`src/design/tccs_pkg.sv`:
```
// Shared types, constants and helpers for the text console cursor/scroll block.
package tccs_pkg;

    // text geometry
    localparam int TEXT_SCALE  = 1;
    localparam int LINE_PIXELS = 8;
    localparam int SCROLL_SPAN = 240;

    localparam logic [9:0] CHAR_W   = 10'(6 * TEXT_SCALE);
    localparam logic [9:0] LINE_H   = 10'(8 * TEXT_SCALE);
    localparam logic [9:0] LINE_P   = 10'(LINE_PIXELS);
    localparam logic [9:0] SPAN     = 10'(SCROLL_SPAN);

    // default depth of the command queue
    localparam int QUEUE_DEPTH_DEF = 2;

    // character codes
    localparam logic [7:0] CHAR_NL = 8'd10;
    localparam logic [7:0] CHAR_CR = 8'd13;

    // result kinds
    localparam logic [1:0] KIND_ERASE  = 2'd0;
    localparam logic [1:0] KIND_SCROLL = 2'd1;
    localparam logic [1:0] KIND_DRAW   = 2'd2;

    // register indexes
    localparam logic [2:0] REG_LEFT_MARGIN   = 3'd0;
    localparam logic [2:0] REG_TOP_MARGIN    = 3'd1;
    localparam logic [2:0] REG_AREA_WIDTH    = 3'd2;
    localparam logic [2:0] REG_AREA_HEIGHT   = 3'd3;
    localparam logic [2:0] REG_PANEL_HEIGHT  = 3'd4;
    localparam logic [2:0] REG_CLIPPED       = 3'd5;
    localparam logic [2:0] REG_SCROLL_ENABLE = 3'd6;
    localparam logic [2:0] REG_BG_COLOR      = 3'd7;

    // configuration registers
    typedef struct packed {
        logic [8:0]  left_margin;
        logic [8:0]  top_margin;
        logic [8:0]  area_width;
        logic [8:0]  area_height;
        logic [8:0]  panel_height;
        logic        clipped;
        logic        scroll_enable;
        logic [15:0] bg_color;
    } t_cfg;

    // one classified character, as passed from front to back
    typedef struct packed {
        logic        erase_en;
        logic [8:0]  old_ss;
        logic [8:0]  new_ss;
        logic        draw_en;
        logic [8:0]  col;
        logic [8:0]  crow;
        logic [7:0]  glyph;
        logic [15:0] fg;
    } t_cmd;

    // queue status toward the back end
    typedef struct packed {
        logic empty;
        logic full;
    } t_q_stat;

    // bottom limit of the text area, full width
    function automatic logic [9:0] bottom_limit(input t_cfg cfg);
        logic [9:0] lim;
        if (cfg.clipped) begin
            lim = {1'b0, cfg.area_height} + {1'b0, cfg.top_margin};
        end else begin
            lim = {1'b0, cfg.panel_height};
        end
        return lim;
    endfunction

endpackage

```
`src/design/tccs_if.sv`:
```
// Valid/ready channel interfaces: character input, result output, register writes.
interface tccs_in_if;
    logic        valid;
    logic        ready;
    logic [7:0]  char_code;
    logic [15:0] fg_color;

    modport source (output valid, char_code, fg_color, input ready);
    modport sink   (input valid, char_code, fg_color, output ready);
endinterface

interface tccs_out_if;
    logic        valid;
    logic        ready;
    logic [1:0]  kind;
    logic [8:0]  pos_x;
    logic [8:0]  pos_y;
    logic [7:0]  glyph;
    logic [15:0] paint_color;
    logic        last;

    modport source (output valid, kind, pos_x, pos_y, glyph, paint_color, last,
                    input ready);
    modport sink   (input valid, kind, pos_x, pos_y, glyph, paint_color, last,
                    output ready);
endinterface

interface tccs_cfg_if;
    logic        valid;
    logic        ready;
    logic [2:0]  index;
    logic [15:0] data;

    modport source (output valid, index, data, input ready);
    modport sink   (input valid, index, data, output ready);
endinterface

```
`src/design/tccs_front.sv`:
```
// Front end: accepts characters, updates cursor and scroll start, queues commands.
module tccs_front (
    input  logic             i_clk,
    input  logic             i_rst_n,
    tccs_in_if.sink          i_in,
    input  tccs_pkg::t_cfg   i_cfg,
    input  tccs_pkg::t_q_stat i_q_stat,
    output logic             o_push,
    output tccs_pkg::t_cmd   o_cmd
);
    import tccs_pkg::*;

    logic [8:0] r_col, r_row, r_ss;
    logic [8:0] n_col, n_row, n_ss;

    logic       is_nl, is_cr, wrap, over, erase_en, draw_en, accept;
    logic [8:0] col_a, row_new, ss_next;
    logic [9:0] row, lim, ss_sum, ss_sub, row_sub;

    assign i_in.ready = !i_q_stat.full;
    assign accept     = i_in.valid && i_in.ready;

    // classify the word and work out the new cursor
    always_comb begin
        is_nl   = (i_in.char_code == CHAR_NL);
        is_cr   = (i_in.char_code == CHAR_CR);
        lim     = bottom_limit(i_cfg);
        wrap    = ({1'b0, r_col} + CHAR_W) >
                  ({1'b0, i_cfg.left_margin} + {1'b0, i_cfg.area_width});
        col_a   = (is_nl || wrap) ? i_cfg.left_margin : r_col;
        row     = {1'b0, r_row} + ((is_nl || wrap) ? LINE_H : 10'd0);
        over    = (row >= lim);
        row_sub = row - LINE_H;
        row_new = over ? row_sub[8:0] : row[8:0];
        ss_sum  = {1'b0, r_ss} + LINE_P;
        ss_sub  = ss_sum - SPAN;
        ss_next = (ss_sum < SPAN) ? ss_sum[8:0] : ss_sub[8:0];
        draw_en  = !is_nl && !is_cr;
        erase_en = over && i_cfg.scroll_enable && !is_cr;
    end

    // next state
    always_comb begin
        n_col = r_col;
        n_row = r_row;
        n_ss  = r_ss;
        if (accept && !is_cr) begin
            n_col = draw_en ? (col_a + CHAR_W[8:0]) : i_cfg.left_margin;
            n_row = row_new;
            if (erase_en) begin
                n_ss = ss_next;
            end
        end
    end

    always_ff @(posedge i_clk) begin
        if (!i_rst_n) begin
            r_col <= '0;
            r_row <= '0;
            r_ss  <= '0;
        end else begin
            r_col <= n_col;
            r_row <= n_row;
            r_ss  <= n_ss;
        end
    end

    // command toward the back end
    assign o_push = accept && (erase_en || draw_en);
    always_comb begin
        o_cmd.erase_en = erase_en;
        o_cmd.old_ss   = r_ss;
        o_cmd.new_ss   = erase_en ? ss_next : r_ss;
        o_cmd.draw_en  = draw_en;
        o_cmd.col      = col_a;
        o_cmd.crow     = row_new;
        o_cmd.glyph    = i_in.char_code;
        o_cmd.fg       = i_in.fg_color;
    end

endmodule

```
`src/design/tccs_queue.sv`:
```
// Short command queue between the front and back ends.
module tccs_queue #(
    parameter int DEPTH = tccs_pkg::QUEUE_DEPTH_DEF
) (
    input  logic              i_clk,
    input  logic              i_rst_n,
    input  logic              i_push,
    input  tccs_pkg::t_cmd    i_cmd,
    input  logic              i_pop,
    output tccs_pkg::t_cmd    o_head,
    output tccs_pkg::t_q_stat o_stat
);
    import tccs_pkg::*;

    localparam int PTR_W = (DEPTH > 1) ? $clog2(DEPTH) : 1;
    localparam int CNT_W = $clog2(DEPTH + 1);
    localparam logic [PTR_W-1:0] LAST_PTR = PTR_W'(DEPTH - 1);
    localparam logic [CNT_W-1:0] FULL_CNT = CNT_W'(DEPTH);

    t_cmd             r_mem [DEPTH];
    logic [PTR_W-1:0] r_wr, r_rd, n_wr, n_rd;
    logic [CNT_W-1:0] r_cnt, n_cnt;
    logic             do_push, do_pop;

    assign o_stat.empty = (r_cnt == '0);
    assign o_stat.full  = (r_cnt == FULL_CNT);
    assign do_push      = i_push && !o_stat.full;
    assign do_pop       = i_pop && !o_stat.empty;
    assign o_head       = r_mem[r_rd];

    // pointer and count update
    always_comb begin
        n_wr  = r_wr;
        n_rd  = r_rd;
        n_cnt = r_cnt;
        if (do_push) begin
            n_wr = (r_wr == LAST_PTR) ? '0 : r_wr + 1'b1;
        end
        if (do_pop) begin
            n_rd = (r_rd == LAST_PTR) ? '0 : r_rd + 1'b1;
        end
        case ({do_push, do_pop})
            2'b10:   n_cnt = r_cnt + 1'b1;
            2'b01:   n_cnt = r_cnt - 1'b1;
            default: n_cnt = r_cnt;
        endcase
    end

    always_ff @(posedge i_clk) begin
        if (!i_rst_n) begin
            r_wr  <= '0;
            r_rd  <= '0;
            r_cnt <= '0;
        end else begin
            r_wr  <= n_wr;
            r_rd  <= n_rd;
            r_cnt <= n_cnt;
        end
    end

    // storage
    always_ff @(posedge i_clk) begin
        if (do_push) begin
            r_mem[r_wr] <= i_cmd;
        end
    end

endmodule

```
`src/design/tccs_back.sv`:
```
// Back end: expands each queued command into its erase, scroll and/or draw words.
module tccs_back (
    input  logic              i_clk,
    input  logic              i_rst_n,
    input  tccs_pkg::t_cfg    i_cfg,
    input  tccs_pkg::t_cmd    i_head,
    input  tccs_pkg::t_q_stat i_q_stat,
    output logic              o_pop,
    tccs_out_if.source        o_out
);
    import tccs_pkg::*;

    logic [1:0]  r_phase, n_phase;
    logic        r_valid;
    logic [1:0]  r_kind;
    logic [8:0]  r_x, r_y;
    logic [7:0]  r_glyph;
    logic [15:0] r_color;
    logic        r_last;

    logic        load, cur_last;
    logic [1:0]  cur_kind;
    logic [8:0]  cur_x, cur_y, mem_row;
    logic [7:0]  cur_glyph;
    logic [15:0] cur_color;
    logic [9:0]  lim, sum, sum_sub;

    assign load  = !i_q_stat.empty && (!r_valid || o_out.ready);
    assign o_pop = load && cur_last;

    // translate the cursor row into a memory row
    always_comb begin
        lim     = bottom_limit(i_cfg);
        sum     = {1'b0, i_head.new_ss} + {1'b0, i_head.crow};
        sum_sub = sum - lim;
        mem_row = (sum < lim) ? sum[8:0] : sum_sub[8:0];
    end

    // pick the word for the current phase
    always_comb begin
        if (i_head.erase_en && r_phase == 2'd0) begin
            cur_kind = KIND_ERASE;
        end else if (i_head.erase_en && r_phase == 2'd1) begin
            cur_kind = KIND_SCROLL;
        end else begin
            cur_kind = KIND_DRAW;
        end
        cur_x     = 9'd0;
        cur_glyph = 8'd0;
        cur_last  = 1'b0;
        case (cur_kind)
            KIND_ERASE: begin
                cur_y     = i_head.old_ss;
                cur_color = i_cfg.bg_color;
            end
            KIND_SCROLL: begin
                cur_y     = i_head.new_ss;
                cur_color = 16'd0;
                cur_last  = !i_head.draw_en;
            end
            default: begin
                cur_x     = i_head.col;
                cur_y     = mem_row;
                cur_glyph = i_head.glyph;
                cur_color = i_head.fg;
                cur_last  = 1'b1;
            end
        endcase
        n_phase = r_phase;
        if (load) begin
            n_phase = cur_last ? 2'd0 : r_phase + 2'd1;
        end
    end

    // control
    always_ff @(posedge i_clk) begin
        if (!i_rst_n) begin
            r_phase <= 2'd0;
            r_valid <= 1'b0;
        end else begin
            r_phase <= n_phase;
            if (load) begin
                r_valid <= 1'b1;
            end else if (o_out.ready) begin
                r_valid <= 1'b0;
            end
        end
    end

    // output word
    always_ff @(posedge i_clk) begin
        if (load) begin
            r_kind  <= cur_kind;
            r_x     <= cur_x;
            r_y     <= cur_y;
            r_glyph <= cur_glyph;
            r_color <= cur_color;
            r_last  <= cur_last;
        end
    end

    assign o_out.valid       = r_valid;
    assign o_out.kind        = r_kind;
    assign o_out.pos_x       = r_x;
    assign o_out.pos_y       = r_y;
    assign o_out.glyph       = r_glyph;
    assign o_out.paint_color = r_color;
    assign o_out.last        = r_last;

endmodule

```
`src/design/text_console_cursor_scroll_core.sv`:
```
// Text console cursor and hardware scroll core: registers, front, queue, back.
// An accepted character is queued first; its first word then loads the output register.
// One word per cycle leaves the single output register while o_out is ready; a character gives
// 0 to 3 words (none for CR or a quiet newline; draw; erase+scroll; erase+scroll+draw).
// Input is taken every cycle while the command queue has room.
// Reset (synchronous, active low): cursor, scroll start, queue, output cleared; regs to defaults.
module text_console_cursor_scroll_core #(
    parameter int QUEUE_DEPTH = tccs_pkg::QUEUE_DEPTH_DEF
) (
    input  logic       i_clk,
    input  logic       i_rst_n,
    tccs_in_if.sink    i_in,
    tccs_out_if.source o_out,
    tccs_cfg_if.sink   i_cfg
);
    import tccs_pkg::*;

    t_cfg    r_cfg;
    t_cmd    push_cmd, head;
    t_q_stat q_stat;
    logic    push, pop;

    assign i_cfg.ready = 1'b1;

    // configuration registers
    always_ff @(posedge i_clk) begin
        if (!i_rst_n) begin
            r_cfg.left_margin   <= 9'd0;
            r_cfg.top_margin    <= 9'd0;
            r_cfg.area_width    <= 9'd240;
            r_cfg.area_height   <= 9'd240;
            r_cfg.panel_height  <= 9'd320;
            r_cfg.clipped       <= 1'b0;
            r_cfg.scroll_enable <= 1'b1;
            r_cfg.bg_color      <= 16'd0;
        end else if (i_cfg.valid) begin
            case (i_cfg.index)
                REG_LEFT_MARGIN:   r_cfg.left_margin   <= i_cfg.data[8:0];
                REG_TOP_MARGIN:    r_cfg.top_margin    <= i_cfg.data[8:0];
                REG_AREA_WIDTH:    r_cfg.area_width    <= i_cfg.data[8:0];
                REG_AREA_HEIGHT:   r_cfg.area_height   <= i_cfg.data[8:0];
                REG_PANEL_HEIGHT:  r_cfg.panel_height  <= i_cfg.data[8:0];
                REG_CLIPPED:       r_cfg.clipped       <= i_cfg.data[0];
                REG_SCROLL_ENABLE: r_cfg.scroll_enable <= i_cfg.data[0];
                REG_BG_COLOR:      r_cfg.bg_color      <= i_cfg.data;
                default: begin
                end
            endcase
        end
    end

    tccs_front u_front (
        .i_clk    (i_clk),
        .i_rst_n  (i_rst_n),
        .i_in     (i_in),
        .i_cfg    (r_cfg),
        .i_q_stat (q_stat),
        .o_push   (push),
        .o_cmd    (push_cmd)
    );

    tccs_queue #(
        .DEPTH (QUEUE_DEPTH)
    ) u_queue (
        .i_clk   (i_clk),
        .i_rst_n (i_rst_n),
        .i_push  (push),
        .i_cmd   (push_cmd),
        .i_pop   (pop),
        .o_head  (head),
        .o_stat  (q_stat)
    );

    tccs_back u_back (
        .i_clk    (i_clk),
        .i_rst_n  (i_rst_n),
        .i_cfg    (r_cfg),
        .i_head   (head),
        .i_q_stat (q_stat),
        .o_pop    (pop),
        .o_out    (o_out)
    );

endmodule
```
`src/flat_wrapper.sv`:
```
// flat-port wrapper written by rule: the top's interface ports become plain ports
module text_console_cursor_scroll_core_flat import tccs_pkg::*;
#(
    parameter int QUEUE_DEPTH = tccs_pkg::QUEUE_DEPTH_DEF
)
  (i_clk, i_rst_n, i_in_valid, i_in_char_code, i_in_fg_color, i_in_ready, o_out_valid, o_out_kind, o_out_pos_x, o_out_pos_y, o_out_glyph, o_out_paint_color, o_out_last, o_out_ready, i_cfg_valid, i_cfg_index, i_cfg_data, i_cfg_ready);
  tccs_in_if i_in_i ();
  tccs_out_if o_out_i ();
  tccs_cfg_if i_cfg_i ();
  input  logic i_clk;
  input  logic i_rst_n;
  input wire logic [$bits(i_in_i.valid)-1:0] i_in_valid;
  input wire logic [$bits(i_in_i.char_code)-1:0] i_in_char_code;
  input wire logic [$bits(i_in_i.fg_color)-1:0] i_in_fg_color;
  output wire logic [$bits(i_in_i.ready)-1:0] i_in_ready;
  output wire logic [$bits(o_out_i.valid)-1:0] o_out_valid;
  output wire logic [$bits(o_out_i.kind)-1:0] o_out_kind;
  output wire logic [$bits(o_out_i.pos_x)-1:0] o_out_pos_x;
  output wire logic [$bits(o_out_i.pos_y)-1:0] o_out_pos_y;
  output wire logic [$bits(o_out_i.glyph)-1:0] o_out_glyph;
  output wire logic [$bits(o_out_i.paint_color)-1:0] o_out_paint_color;
  output wire logic [$bits(o_out_i.last)-1:0] o_out_last;
  input wire logic [$bits(o_out_i.ready)-1:0] o_out_ready;
  input wire logic [$bits(i_cfg_i.valid)-1:0] i_cfg_valid;
  input wire logic [$bits(i_cfg_i.index)-1:0] i_cfg_index;
  input wire logic [$bits(i_cfg_i.data)-1:0] i_cfg_data;
  output wire logic [$bits(i_cfg_i.ready)-1:0] i_cfg_ready;
  assign i_in_i.valid = i_in_valid;
  assign i_in_i.char_code = i_in_char_code;
  assign i_in_i.fg_color = i_in_fg_color;
  assign i_in_ready = i_in_i.ready;
  assign o_out_valid = o_out_i.valid;
  assign o_out_kind = o_out_i.kind;
  assign o_out_pos_x = o_out_i.pos_x;
  assign o_out_pos_y = o_out_i.pos_y;
  assign o_out_glyph = o_out_i.glyph;
  assign o_out_paint_color = o_out_i.paint_color;
  assign o_out_last = o_out_i.last;
  assign o_out_i.ready = o_out_ready;
  assign i_cfg_i.valid = i_cfg_valid;
  assign i_cfg_i.index = i_cfg_index;
  assign i_cfg_i.data = i_cfg_data;
  assign i_cfg_ready = i_cfg_i.ready;
  text_console_cursor_scroll_core #(.QUEUE_DEPTH(QUEUE_DEPTH)) u_core (.i_clk(i_clk), .i_rst_n(i_rst_n), .i_in(i_in_i), .o_out(o_out_i), .i_cfg(i_cfg_i));
endmodule
```
`config.mk`:
```
export PLATFORM = sky130hd
export DESIGN_NAME = text_console_cursor_scroll_core_flat
export DESIGN_NICKNAME = d
export VERILOG_FILES = /design/src/design/tccs_pkg.sv /design/src/design/tccs_if.sv /design/src/design/tccs_front.sv /design/src/design/tccs_queue.sv /design/src/design/tccs_back.sv /design/src/design/text_console_cursor_scroll_core.sv /design/src/flat_wrapper.sv
export SDC_FILE = /design/constraint.sdc
export NUM_CORES = 1
export LEC_CHECK = 0
export ABC_AREA = 1
export ABC_CLOCK_PERIOD_IN_PS = 18000
export BUFFER_PORTS_ARGS = -buffer_cell sky130_fd_sc_hd__buf_4
export CAP_MARGIN = 20
export CORE_MARGIN = 2
export CORE_UTILIZATION = 35
export DETAILED_ROUTE_END_ITERATION = 6
export SYNTH_ARGS = -nofsm -noshare
export SYNTH_HDL_FRONTEND = slang
export SYNTH_SLANG_ARGS = --single-unit
```
`constraint.sdc`:
```
create_clock -name i_clk -period 18 [get_ports i_clk]
set_input_delay 0.9 -clock i_clk [delete_from_list [all_inputs] [get_ports i_clk]]
set_output_delay 0.9 -clock i_clk [all_outputs]
set_load 0.01 [all_outputs]
```
==> impl_metrics.json <==
{
  "r2r_end": "u_core.u_queue.r_mem[1][15]",
  "cap_violations": 0,
  "crit_path_start_kind": "flip-flop",
  "viasPerCell": 4.82,
  "min_path_type": "reg2reg",
  "critPathMaxFanout": 54,
  "first_iter_violations": 670,
  "place_ws_ps": 11890,
  "placed_cell_area_sq_um": 13000,
  "portBuffers": 94,
  "cp.required_ps": 18160,
  "vias": 8865,
  "yosysTopAreaCellShare_pct": 38.2,
  "setup_viol": 0,
  "synth_cells": 1285,
  "setup_tns_ps": 0,
  "worstPathArrival_ps": 6320,
  "synth_flop_cell": "edfxtp_1",
  "avgSynthCellArea_sq_um": 9.24,
  "seq_area_frac_synth_pct": 53.7,
  "cts.clk_slew.worst_paths_ps": 60,
  "crit_end": "u_core.u_queue.r_mem[1][15]",
  "fin_crit_ps": 6160,
  "p_leak_nw": 6.08,
  "start_util_pct": 35.5,
  "fin_area_sq_um": 13900,
  "path_class": "reg2reg",
  "numCtsBuffers": 26,
  "ir_drop_mv": 0.103,
  "hold_buffers": 0,
  "dp_hpwl_um": 20000,
  "cts_sinks": 243,
  "synth_common_cells": "nand2_1, nor2_1, edfxtp_1",
  "cts_root_buf": "clkbuf_16",
  "min_period_over_period_pct": 34.2,
  "cp_slowest_stage_delay_ps": 580,
  "startpoint": "u_core.r_cfg[54]",
  "syn-num-nets": 1395,
  "insertedDiodeCount": 0,
  "wl_um": 28600,
  "first_pass_iters": 6,
  "detail-route-antenna-nets": 0,
  "async_flop_share_pct": 0,
  "ys_seq_elements": 243,
  "drive_gt1_share_pct": 13.9,
  "setup_ws_ps": 11840,
  "relSlewSlack_pct": 36.6,
  "drc": 0,
  "clk_path_buf_depth": 3,
  "clkLatencyLatePin_ps": 530,
  "endpoint_kind": "flip-flop",
  "die_y_um": 188,
  "grt_max_degree": 71,
  "yosysMostFrequentCell": "nand2_1",
  "htreeDepth": 1,
  "grtUsageTotal_pct": 15.9,
  "synth.area.top_cells": "edfxtp_1, dfxtp_1, nand2_1",
  "post_cts_resized": 0,
  "crit_path_frequent_cell": "nand2_1",
  "dieArea_sq_um": 35400,
  "syn_area_sq_um": 11900,
  "hold_violations": 0,
  "ff2ff_setup_slack_ps": 11840,
  "status": "completed",
  "synth_cell_types": 52,
  "reg2reg_depth": 35,
  "fin_util_pct": 41.4,
  "cpMaxStageDelayCell": "buf_4",
  "grt_pass1_wl_um": 44700,
  "routabilityCongestion": 0.827,
  "wire_per_inst_um": 15.5,
  "crit_cells": 35,
  "grt_pass1_vias": 8320,
  "crit_buf_inv": 6,
  "grt_antenna_before_repair": 0,
  "worst_slew_pin_slew_ps": 948,
  "skew_ps": 22.2,
  "area_growth_pct": 16.7,
  "rsz0062_at_grt": "false",
  "overflow": 0,
  "core_area_sq_um": 33400,
  "power.density_nw_per_um2": 161,
  "maxSlewViolCount": 0,
  "timing.fmax_mhz": 162,
  "die_x_um": 188,
  "synth_edf_count": 151,
  "cts_tree": "yes",
  "num_rows": 67,
  "yosysTopAreaCell": "edfxtp_1",
  "finalNetCount": 1484,
  "ios": 96,
  "r2r_start": "u_core.r_cfg[54]",
  "cpLargestDelayFamily": "simple AND/OR/NAND/NOR gates",
  "post-cts-setup-buffer-count": 0,
  "yosys_warnings": 0
}
cell usage in the layout, fill, tap and decap left out, drive strengths merged, types with 51 or more instances in the layout:
cell,instances
a21oi,75
buf,101
dfxtp,92
edfxtp,151
ha,59
inv,148
nand2,260
nand3,51
nor2,182
o21ai,112
final cells by class:
class,instances,area (sq um)
clock buffers,39,729
inverters,151,567
clock inverters,8,110
multi-input cells,851,4750
flip-flops and latches,243,6380
well taps,448,561
repair buffers,101,758
fillers,3268,19600
sequential cells by signal, indices dropped and copies added, names as in the netlist, named ones only:
register / count
u_core.r_cfg: 63
u_core.u_back.o_out.glyph: 8
u_core.u_back.o_out.kind: 2
u_core.u_back.o_out.last: 1
u_core.u_back.o_out.paint_color: 16
u_core.u_back.o_out.pos_x: 9
u_core.u_back.o_out.pos_y: 9
u_core.u_back.o_out.valid: 1
u_core.u_back.r_phase: 2
u_core.u_front.r_col: 9
u_core.u_front.r_row: 6
u_core.u_front.r_ss: 6
u_core.u_queue.r_cnt: 2
u_core.u_queue.r_mem: 106
u_core.u_queue.r_rd: 1
u_core.u_queue.r_wr: 1
metal layers:
layer,track usage (%),vias up,part of all wire [%]
li1,-,4460,-
met1,21.7,4152,47
met2,27.0,217,47
met3,1.97,36,4.9
met4,3.48,0,1.5
met5,0,-,0
power by group:
| part | switching [W] | internal [W] |
|---|---|---|
| logic | 0.000572 | 0.000331 |
| clock network | 0.000215 | 0.000310 |
| registers | 0.0000411 | 0.000764 |
cell families (layout without fill, tap and decap cells):
group | Yosys count | in the layout | share of synthesized area [%]
AND/OR/NAND/NOR | 520 | 520 | 19.2
flip-flops | 243 | 243 | 53.7
AO/OA/AOI/OAI | 225 | 225 | 10.7
buffers and inverters | 191 | 299 | 6.43
adder cells (fa/ha/maj) | 62 | 62 | 6.72
XOR/XNOR | 38 | 38 | 2.80
multiplexers | 5 | 5 | 0.422
other | 1 | 1 | 0.0316
worst min-delay path, stage by stage (launching register included):
cell and delay (ps):
dfxtp_1 290, inv_1 60, a21oi_1 50
how the worst min path moves through the flow:
stage / from / to / slack (ps) / cells after the start
floorplan: u_core.r_cfg[24] / u_core.r_cfg[24] / 420 / 2
global placement: u_core.r_cfg[18] / u_core.r_cfg[18] / 430 / 2
detailed placement: u_core.r_cfg[18] / u_core.r_cfg[18] / 440 / 2
CTS: u_core.r_cfg[18] / u_core.r_cfg[18] / 450 / 2
global route: u_core.r_cfg[18] / u_core.r_cfg[18] / 490 / 2
finish: u_core.r_cfg[18] / u_core.r_cfg[18] / 450 / 2
stage by stage:
step | hold slack (ps) | power (W) | cells
2_1_floorplan | 424 | 0.00144 | 1285
3_3_place_gp | 434 | 0.00171 | 1794
3_5_place_dp | 444 | 0.00172 | 1794
4_1_cts | 452 | 0.00225 | 1841
5_1_grt | 494 | 0.00239 | 1841
6_report | 451 | 0.00223 | 1841
Note: power is estimated with default switching activity, not from simulation.
